File: config.mk
export PLATFORM = sky130hd
export DESIGN_NAME = heater_slow_pwm_drive
export DESIGN_NICKNAME = d
export VERILOG_FILES = /design/src/hdl/hspd_pkg.sv /design/src/hdl/heater_slow_pwm_drive.sv
export SDC_FILE = /design/constraint.sdc
export NUM_CORES = 1
export LEC_CHECK = 0
export BUFFER_PORTS_ARGS = -buffer_cell sky130_fd_sc_hd__buf_2
export CORE_UTILIZATION = 55
export CTS_CLUSTER_DIAMETER = 30
export DETAILED_ROUTE_END_ITERATION = 10
export PLACE_DENSITY_LB_ADDON = 0.1
export SLEW_MARGIN = 20
export SYNTH_ARGS = -nofsm -noshare
export SYNTH_HDL_FRONTEND = slang
export SYNTH_SLANG_ARGS = --single-unit
export TNS_END_PERCENT = 5
File: constraint.sdc
create_clock -name aclk -period 6.28 [get_ports aclk]
set_input_delay 1.256 -clock aclk [delete_from_list [all_inputs] [get_ports aclk]]
set_output_delay 1.256 -clock aclk [all_outputs]
set_load 0.01 [all_outputs]
File: src/hdl/hspd_pkg.sv
// Package for the heater slow PWM drive: widths, codes and reset constants.
package hspd_pkg;

    localparam int unsigned PERIOD_W              = 16;
    localparam int unsigned LEVEL_W               = 8;
    localparam int unsigned POWER_W               = 7;
    localparam int unsigned COUNT_W               = 23;
    localparam int unsigned REQ_W                 = 2;
    localparam int unsigned MODE_W                = 2;

    localparam int unsigned S_TDATA_W             = 16;
    localparam int unsigned M_TDATA_W             = 8;
    localparam int unsigned APB_ADDR_W            = 3;
    localparam int unsigned APB_DATA_W            = 32;

    localparam int unsigned WINDOW_PERIODS_DEFAULT = 100;
    localparam logic [PERIOD_W-1:0] PERIOD_TICKS_RESET = 16'd20000;
    localparam logic [COUNT_W-1:0]  COUNT_MAX          = {COUNT_W{1'b1}};
    localparam logic [POWER_W-1:0]  LEVEL_FULL         = 7'd100;

    // register index of period_ticks
    localparam logic REG_PERIOD_TICKS = 1'b0;

    typedef enum logic [REQ_W-1:0] {
        REQ_LEVEL = 2'd0,
        REQ_TICK  = 2'd1,
        REQ_FAN   = 2'd2
    } req_type_t;

    typedef enum logic [MODE_W-1:0] {
        MODE_OFF  = 2'd0,
        MODE_FULL = 2'd1,
        MODE_PWM  = 2'd2
    } drive_mode_t;

endpackage

File: src/hdl/heater_slow_pwm_drive.sv
// Heater slow PWM drive: input stage, state update and result register.
// A transaction accepted into the input stage passes the state update into the result register.
// Throughput: one transaction per cycle while m_tready does not stall the output; the only loop
// is the state update (window counter add and compare, on-time multiply) in the second stage.
// aresetn is synchronous, active low: clears the pipeline valids and all drive
// state; period_ticks returns to 20000.
module heater_slow_pwm_drive #(
    parameter int unsigned WINDOW_PERIODS = hspd_pkg::WINDOW_PERIODS_DEFAULT
) (
    input  logic                                aclk,
    input  logic                                aresetn,
    // input stream
    input  logic                                s_tvalid,
    output logic                                s_tready,
    input  logic [hspd_pkg::S_TDATA_W-1:0]      s_tdata,  // [7:0] level_percent, [8] fan_running
    input  logic [hspd_pkg::REQ_W-1:0]          s_tuser,  // [1:0] req_type
    // result stream
    output logic                                m_tvalid,
    input  logic                                m_tready,
    output logic [hspd_pkg::M_TDATA_W-1:0]      m_tdata,  // [0] heater_on, [7:1] power_level
    output logic [hspd_pkg::MODE_W-1:0]         m_tuser,  // [1:0] mode
    // configuration
    input  logic                                psel,
    input  logic                                penable,
    input  logic                                pwrite,
    input  logic [hspd_pkg::APB_ADDR_W-1:0]     paddr,
    input  logic [hspd_pkg::APB_DATA_W-1:0]     pwdata,
    output logic [hspd_pkg::APB_DATA_W-1:0]     prdata,
    output logic                                pready
);
    import hspd_pkg::*;

    localparam int unsigned WP_W   = $clog2(WINDOW_PERIODS + 1);
    localparam int unsigned PROD_W = PERIOD_W + WP_W;
    localparam int unsigned CMP_W  = (PROD_W > COUNT_W) ? PROD_W : COUNT_W;

    // window length, clipped to what the counter holds
    function automatic logic [COUNT_W-1:0] window_len(input logic [PERIOD_W-1:0] period);
        logic [CMP_W-1:0] prod;
        prod = CMP_W'(WINDOW_PERIODS) * CMP_W'(period);
        if (prod > CMP_W'(COUNT_MAX)) begin
            window_len = COUNT_MAX;
        end else begin
            window_len = prod[COUNT_W-1:0];
        end
    endfunction

    // configuration
    logic [PERIOD_W-1:0] period_reg;
    logic [COUNT_W-1:0]  window_len_reg;
    logic                cfg_wr;

    assign pready = 1'b1;
    assign cfg_wr = psel && penable && pwrite && (paddr[2] == REG_PERIOD_TICKS);
    assign prdata = (paddr[2] == REG_PERIOD_TICKS) ? APB_DATA_W'(period_reg) : '0;

    always_ff @(posedge aclk) begin
        if (!aresetn) begin
            period_reg     <= PERIOD_TICKS_RESET;
            window_len_reg <= window_len(PERIOD_TICKS_RESET);
        end else if (cfg_wr) begin
            period_reg     <= pwdata[PERIOD_W-1:0];
            window_len_reg <= window_len(pwdata[PERIOD_W-1:0]);
        end
    end

    // pipeline handshake
    logic in_valid_reg;
    logic m_valid_reg;
    logic out_free;
    logic fire;

    assign out_free = !m_valid_reg || m_tready;
    assign fire     = in_valid_reg && out_free;
    assign s_tready = !in_valid_reg || out_free;

    // input stage
    req_type_t           in_type_reg;
    logic [LEVEL_W-1:0]  in_level_reg;
    logic                in_fan_reg;

    always_ff @(posedge aclk) begin
        if (!aresetn) begin
            in_valid_reg <= 1'b0;
        end else if (s_tready) begin
            in_valid_reg <= s_tvalid;
        end
    end

    always_ff @(posedge aclk) begin
        if (s_tvalid && s_tready) begin
            in_type_reg  <= req_type_t'(s_tuser);
            in_level_reg <= s_tdata[LEVEL_W-1:0];
            in_fan_reg   <= s_tdata[LEVEL_W];
        end
    end

    // drive state
    drive_mode_t         mode_reg,    mode_next;
    logic [POWER_W-1:0]  applied_reg, applied_next;
    logic [COUNT_W-1:0]  on_time_reg, on_time_next;
    logic [COUNT_W-1:0]  count_reg,   count_next;
    logic                relay_reg,   relay_next;
    logic                fan_ok_reg,  fan_ok_next;

    logic [LEVEL_W-1:0]  lvl_eff;
    logic [COUNT_W-1:0]  count_inc;

    assign lvl_eff   = fan_ok_reg ? in_level_reg : '0;
    assign count_inc = count_reg + COUNT_W'(1);

    always_comb begin
        mode_next    = mode_reg;
        applied_next = applied_reg;
        on_time_next = on_time_reg;
        count_next   = count_reg;
        relay_next   = relay_reg;
        fan_ok_next  = fan_ok_reg;
        case (in_type_reg)
            REQ_LEVEL: begin
                if (lvl_eff == '0) begin
                    if (mode_reg != MODE_OFF) begin
                        mode_next    = MODE_OFF;
                        applied_next = '0;
                    end
                end else if (lvl_eff >= LEVEL_W'(LEVEL_FULL)) begin
                    if (mode_reg != MODE_FULL) begin
                        mode_next    = MODE_FULL;
                        applied_next = LEVEL_FULL;
                    end
                end else if (lvl_eff[POWER_W-1:0] != applied_reg) begin
                    // a repeated PWM level keeps the on-time it already has
                    mode_next    = MODE_PWM;
                    applied_next = lvl_eff[POWER_W-1:0];
                    on_time_next = COUNT_W'(lvl_eff[POWER_W-1:0] * period_reg);
                end
            end
            REQ_TICK: begin
                count_next = (count_inc >= window_len_reg) ? '0 : count_inc;
                case (mode_reg)
                    MODE_OFF:  relay_next = 1'b0;
                    MODE_FULL: relay_next = 1'b1;
                    default:   relay_next = (count_next <= on_time_reg);
                endcase
            end
            REQ_FAN: begin
                fan_ok_next = in_fan_reg;
            end
            default: ;
        endcase
    end

    always_ff @(posedge aclk) begin
        if (!aresetn) begin
            mode_reg    <= MODE_OFF;
            applied_reg <= '0;
            on_time_reg <= '0;
            count_reg   <= '0;
            relay_reg   <= 1'b0;
            fan_ok_reg  <= 1'b0;
        end else if (fire) begin
            mode_reg    <= mode_next;
            applied_reg <= applied_next;
            on_time_reg <= on_time_next;
            count_reg   <= count_next;
            relay_reg   <= relay_next;
            fan_ok_reg  <= fan_ok_next;
        end
    end

    // result register
    logic [M_TDATA_W-1:0] m_data_reg;
    logic [MODE_W-1:0]    m_user_reg;

    always_ff @(posedge aclk) begin
        if (!aresetn) begin
            m_valid_reg <= 1'b0;
        end else if (out_free) begin
            m_valid_reg <= in_valid_reg;
        end
    end

    always_ff @(posedge aclk) begin
        if (fire) begin
            m_data_reg <= {applied_next, relay_next};
            m_user_reg <= mode_next;
        end
    end

    assign m_tvalid = m_valid_reg;
    assign m_tdata  = m_data_reg;
    assign m_tuser  = m_user_reg;

    // state invariants
    a_off_level : assert property (@(posedge aclk) disable iff (!aresetn)
        mode_reg == MODE_OFF |-> applied_reg == '0)
        else $error("off mode with nonzero applied level");

    a_full_level : assert property (@(posedge aclk) disable iff (!aresetn)
        mode_reg == MODE_FULL |-> applied_reg == LEVEL_FULL)
        else $error("full mode with applied level other than 100");

    a_pwm_level : assert property (@(posedge aclk) disable iff (!aresetn)
        mode_reg == MODE_PWM |-> (applied_reg != '0 && applied_reg < LEVEL_FULL))
        else $error("PWM mode with applied level outside 1..99");

    a_fan_interlock : assert property (@(posedge aclk) disable iff (!aresetn)
        fire && in_type_reg == REQ_LEVEL && !fan_ok_reg |=> mode_reg == MODE_OFF)
        else $error("level request applied while fan not running");

endmodule
==> flow_metrics.py <==
metrics = {
    "run_status": {
        "status": "finished, final reports clean",
    },
    "sta": {
        "finalSetupViolCount": 0,
        "final_max_slew_viol_count": 0,
        "finalSetupTns_ns": 0,
        "rsz0062_at_grt": "no",
        "finalCriticalPeriod_ns": 5.81,
        "relSlewSlack": 0.383,
        "fin_crit_sh": 0.925,
        "tightest_slew_ns": 0.925,
        "timing.fmax_ghz": 0.172,
        "hold_viol_final": 0,
        "clock_skew_ns": 0.0124,
    },
    "clocking": {
        "clk_path_buf_depth": 2,
        "cts_tree": "yes",
        "cts_sinks": 114,
        "hold_buffers": 0,
        "cts-resized-gates": 0,
        "clk_latency_ns": 0.43,
        "post_cts_buffers": 0,
        "cts_root_buf": "clkbuf_16",
        "cts_buffers": 17,
        "cts.clk_slew.worst_paths_ns": 0.06,
        "htreeDepth": 4,
    },
    "cells_and_area": {
        "mostFrequentLayoutCells": "205 x nand2_1, 186 x inv_1, 138 x ha_1, 94 x a21oi_1, 93 x dfxtp_1",
        "drive_above_1_share": 0.0984,
        "stdcell_area_sq_um": 12600,
        "utilization": 0.615,
        "finalNonFillerCells": 1723,
        "nNetsFinal": 1718,
        "layout_commonest_cell": "nand2_1",
        "n_antenna_cell": 0,
        "synthToLayoutAreaGrowth_pct": 8.67,
    },
    "yosys": {
        "synth_area_leaders": "dfxtp_1 16%, ha_1 15%, fa_1 14%",
        "synth_top_cell_area_share": 0.161,
        "synthDistinctLibCells": 82,
        "synth_edf_count": 21,
        "ys_seq_area_frac": 0.216,
        "synth-main-ff-cell": "dfxtp_1",
        "syn_area_sq_um": 11600,
        "synthArstFlopShare": 0,
        "yosys_register_bits": 114,
        "syn_avg_cell_area_sq_um": 8.19,
        "yosysWarnings": 0,
        "synthCells": 1412,
        "synth.largest_area_cell": "dfxtp_1",
    },
    "placed_design": {
        "dp_hpwl_microns": 21900,
        "gp_congestion": 0.878,
        "port_buffers": 62,
        "placedCellCount": 1691,
        "placed_area_sq_um": 12000,
    },
    "setup_path": {
        "required_ns": 6.61,
        "regToRegSetupSlack_ns": 0.47,
        "r2r_start": "fan_ok_reg",
        "endpoint_kind": "register",
        "cp_max_fo": 19,
        "criticalPathCategory": "register to register",
        "arrival_ns": 6.14,
        "r2r_cells": 15,
        "reg2reg_to": "on_time_reg[21]",
        "cp-start-kind": "register",
    },
    "routing": {
        "drtPass1Iterations": 7,
        "drc": 0,
        "num_vias": 9810,
        "drt_iter0_drc": 612,
        "vias_per_cell": 5.69,
        "wirelength_microns": 29000,
        "post_drt_wl_per_cell_microns": 16.8,
        "ant_nets": 0,
    },
    "pwr": {
        "switching_power_mw": 0.676,
        "p_seq_frac": 0.362,
        "p_comb_frac": 0.188,
        "power_density_nw_per_um2": 172,
        "p_leak_nw": 6.16,
        "power_frac_clock": 0.450,
        "total_power_mw": 2.16,
        "intPower_mw": 1.48,
        "p_sw_frac": 0.313,
        "vdd_drop_max_mv": 0.177,
    },
    "min_path": {
        "min-delay-start": "on_time_reg[16]",
        "min_path_cells": 2,
        "worstHoldPathType": "register to register",
        "holdPathEnd": "on_time_reg[16]",
    },
    "floorplanning": {
        "ios": 105,
        "core_area_sq_um": 20400,
        "initial_core_util": 0.566,
        "rows": 52,
        "die_x_microns": 147,
        "die_y_microns": 147,
        "die-area_sq_um": 21600,
    },
    "global_route": {
        "grt_pass1_vias": 9451,
        "grt_overflow": 0,
        "antenna_found_initial": 0,
        "grt_use_total": 0.279,
        "grt_first_pass_wirelength_microns": 47500,
        "grt_max_degree": 47,
    },
    "flow_run": {
        "maxCapViolations": 0,
    },
}
## routing by layer
layer,GRT usage,part of all wire,vias to the layer above
li1,-,-,4791
met1,0.386,0.47,4684
met2,0.449,0.46,299
met3,0.0447,0.060,36
met4,0.0840,0.016,0
met5,0,0,-
## worst max-delay path by stage
| stage | endpoint | startpoint | slack [ns] |
|---|---|---|---|
| 2_1_floorplan | on_time_reg[20] | fan_ok_reg | 1.0 |
| 3_3_place_gp | on_time_reg[20] | fan_ok_reg | 0.58 |
| 3_5_place_dp | on_time_reg[21] | fan_ok_reg | 0.57 |
| 4_1_cts | on_time_reg[21] | fan_ok_reg | 0.55 |
| 5_1_grt | on_time_reg[20] | fan_ok_reg | 0.08 |
| 6_report | on_time_reg[21] | fan_ok_reg | 0.47 |
## power by group through the flow
stage	Sequential, mW	Combinational (mW)	Clock, mW
final	0.781	0.407	0.972
after global routing	0.783	0.460	1.01
after CTS	0.780	0.407	0.985
after detailed placement	0.796	0.402	0
after global placement	0.796	0.398	0
after floorplan	0.786	0.314	0
## critical path: stages, from the launching register on
cell	delay [ns]
dfxtp_1	0.68
and2_1	0.66
nand2_1	0.18
fa_1	0.53
inv_1	0.05
fa_1	0.51
fa_1	0.53
fa_1	0.49
ha_1	0.36
o21ai_0	0.11
a21oi_1	0.21
o2111ai_2	0.20
o41ai_2	0.46
a311oi_1	0.21
or4_1	0.43
o311ai_1	0.10
## cell families (layout without fill, tap and decap cells)
family	Yosys count	after routing	synth area share
adders and majority gates	218	218	0.288
buffers and inverters	275	301	0.0991
other	2	17	0.000650
DFF	114	114	0.216
xor gates and xnor gates	49	49	0.0371
AOI/OAI and AO/OA	268	268	0.154
and+or+nand+nor	482	482	0.202
muxes	4	4	0.00357
## synthesized netlist by cell type (all sizes together) (3+ instances only)
cell	count
nand2	205
inv	186
ha	138
a21oi	95
dfxtp	93
fa	80
nor2	77
and3	54
clkbuf	50
o21ai	47
buf	38
nand3	38
xnor2	29
nand4	25
a21o	24
nor2b	24
edfxtp	21
nor3	20
xor2	20
o211ai	19
a211oi	16
and2	13
a31oi	8
o22ai	7
a211o	6
o21a	6
o31ai	6
or3	5
nand3b	4
a22o	3
a311oi	3
and4	3
mux2i	3
nor3b	3
o21bai	3
o311ai	3
or4	3
## through the flow
stage | worst slack [ns] | hold WS [ns]
after CTS | 0.548 | 0.452
after global routing | 0.0848 | 0.466
after detailed placement | 0.567 | 0.445
after global placement | 0.580 | 0.440
after floorplan | 0.999 | 0.432
final | 0.470 | 0.450
## final cells by class
class                           count  area [sq um]
Multi-Input combinational cell   1038          7980
Fill cell                        1867          7870
Sequential cell                   114          2490
Inverter                          187           702
Timing Repair Buffer               82           460
Clock buffer                       17           425
Tap cell                          270           338
Clock inverter                     15           163
Note: power is estimated with default switching activity, not from simulation.
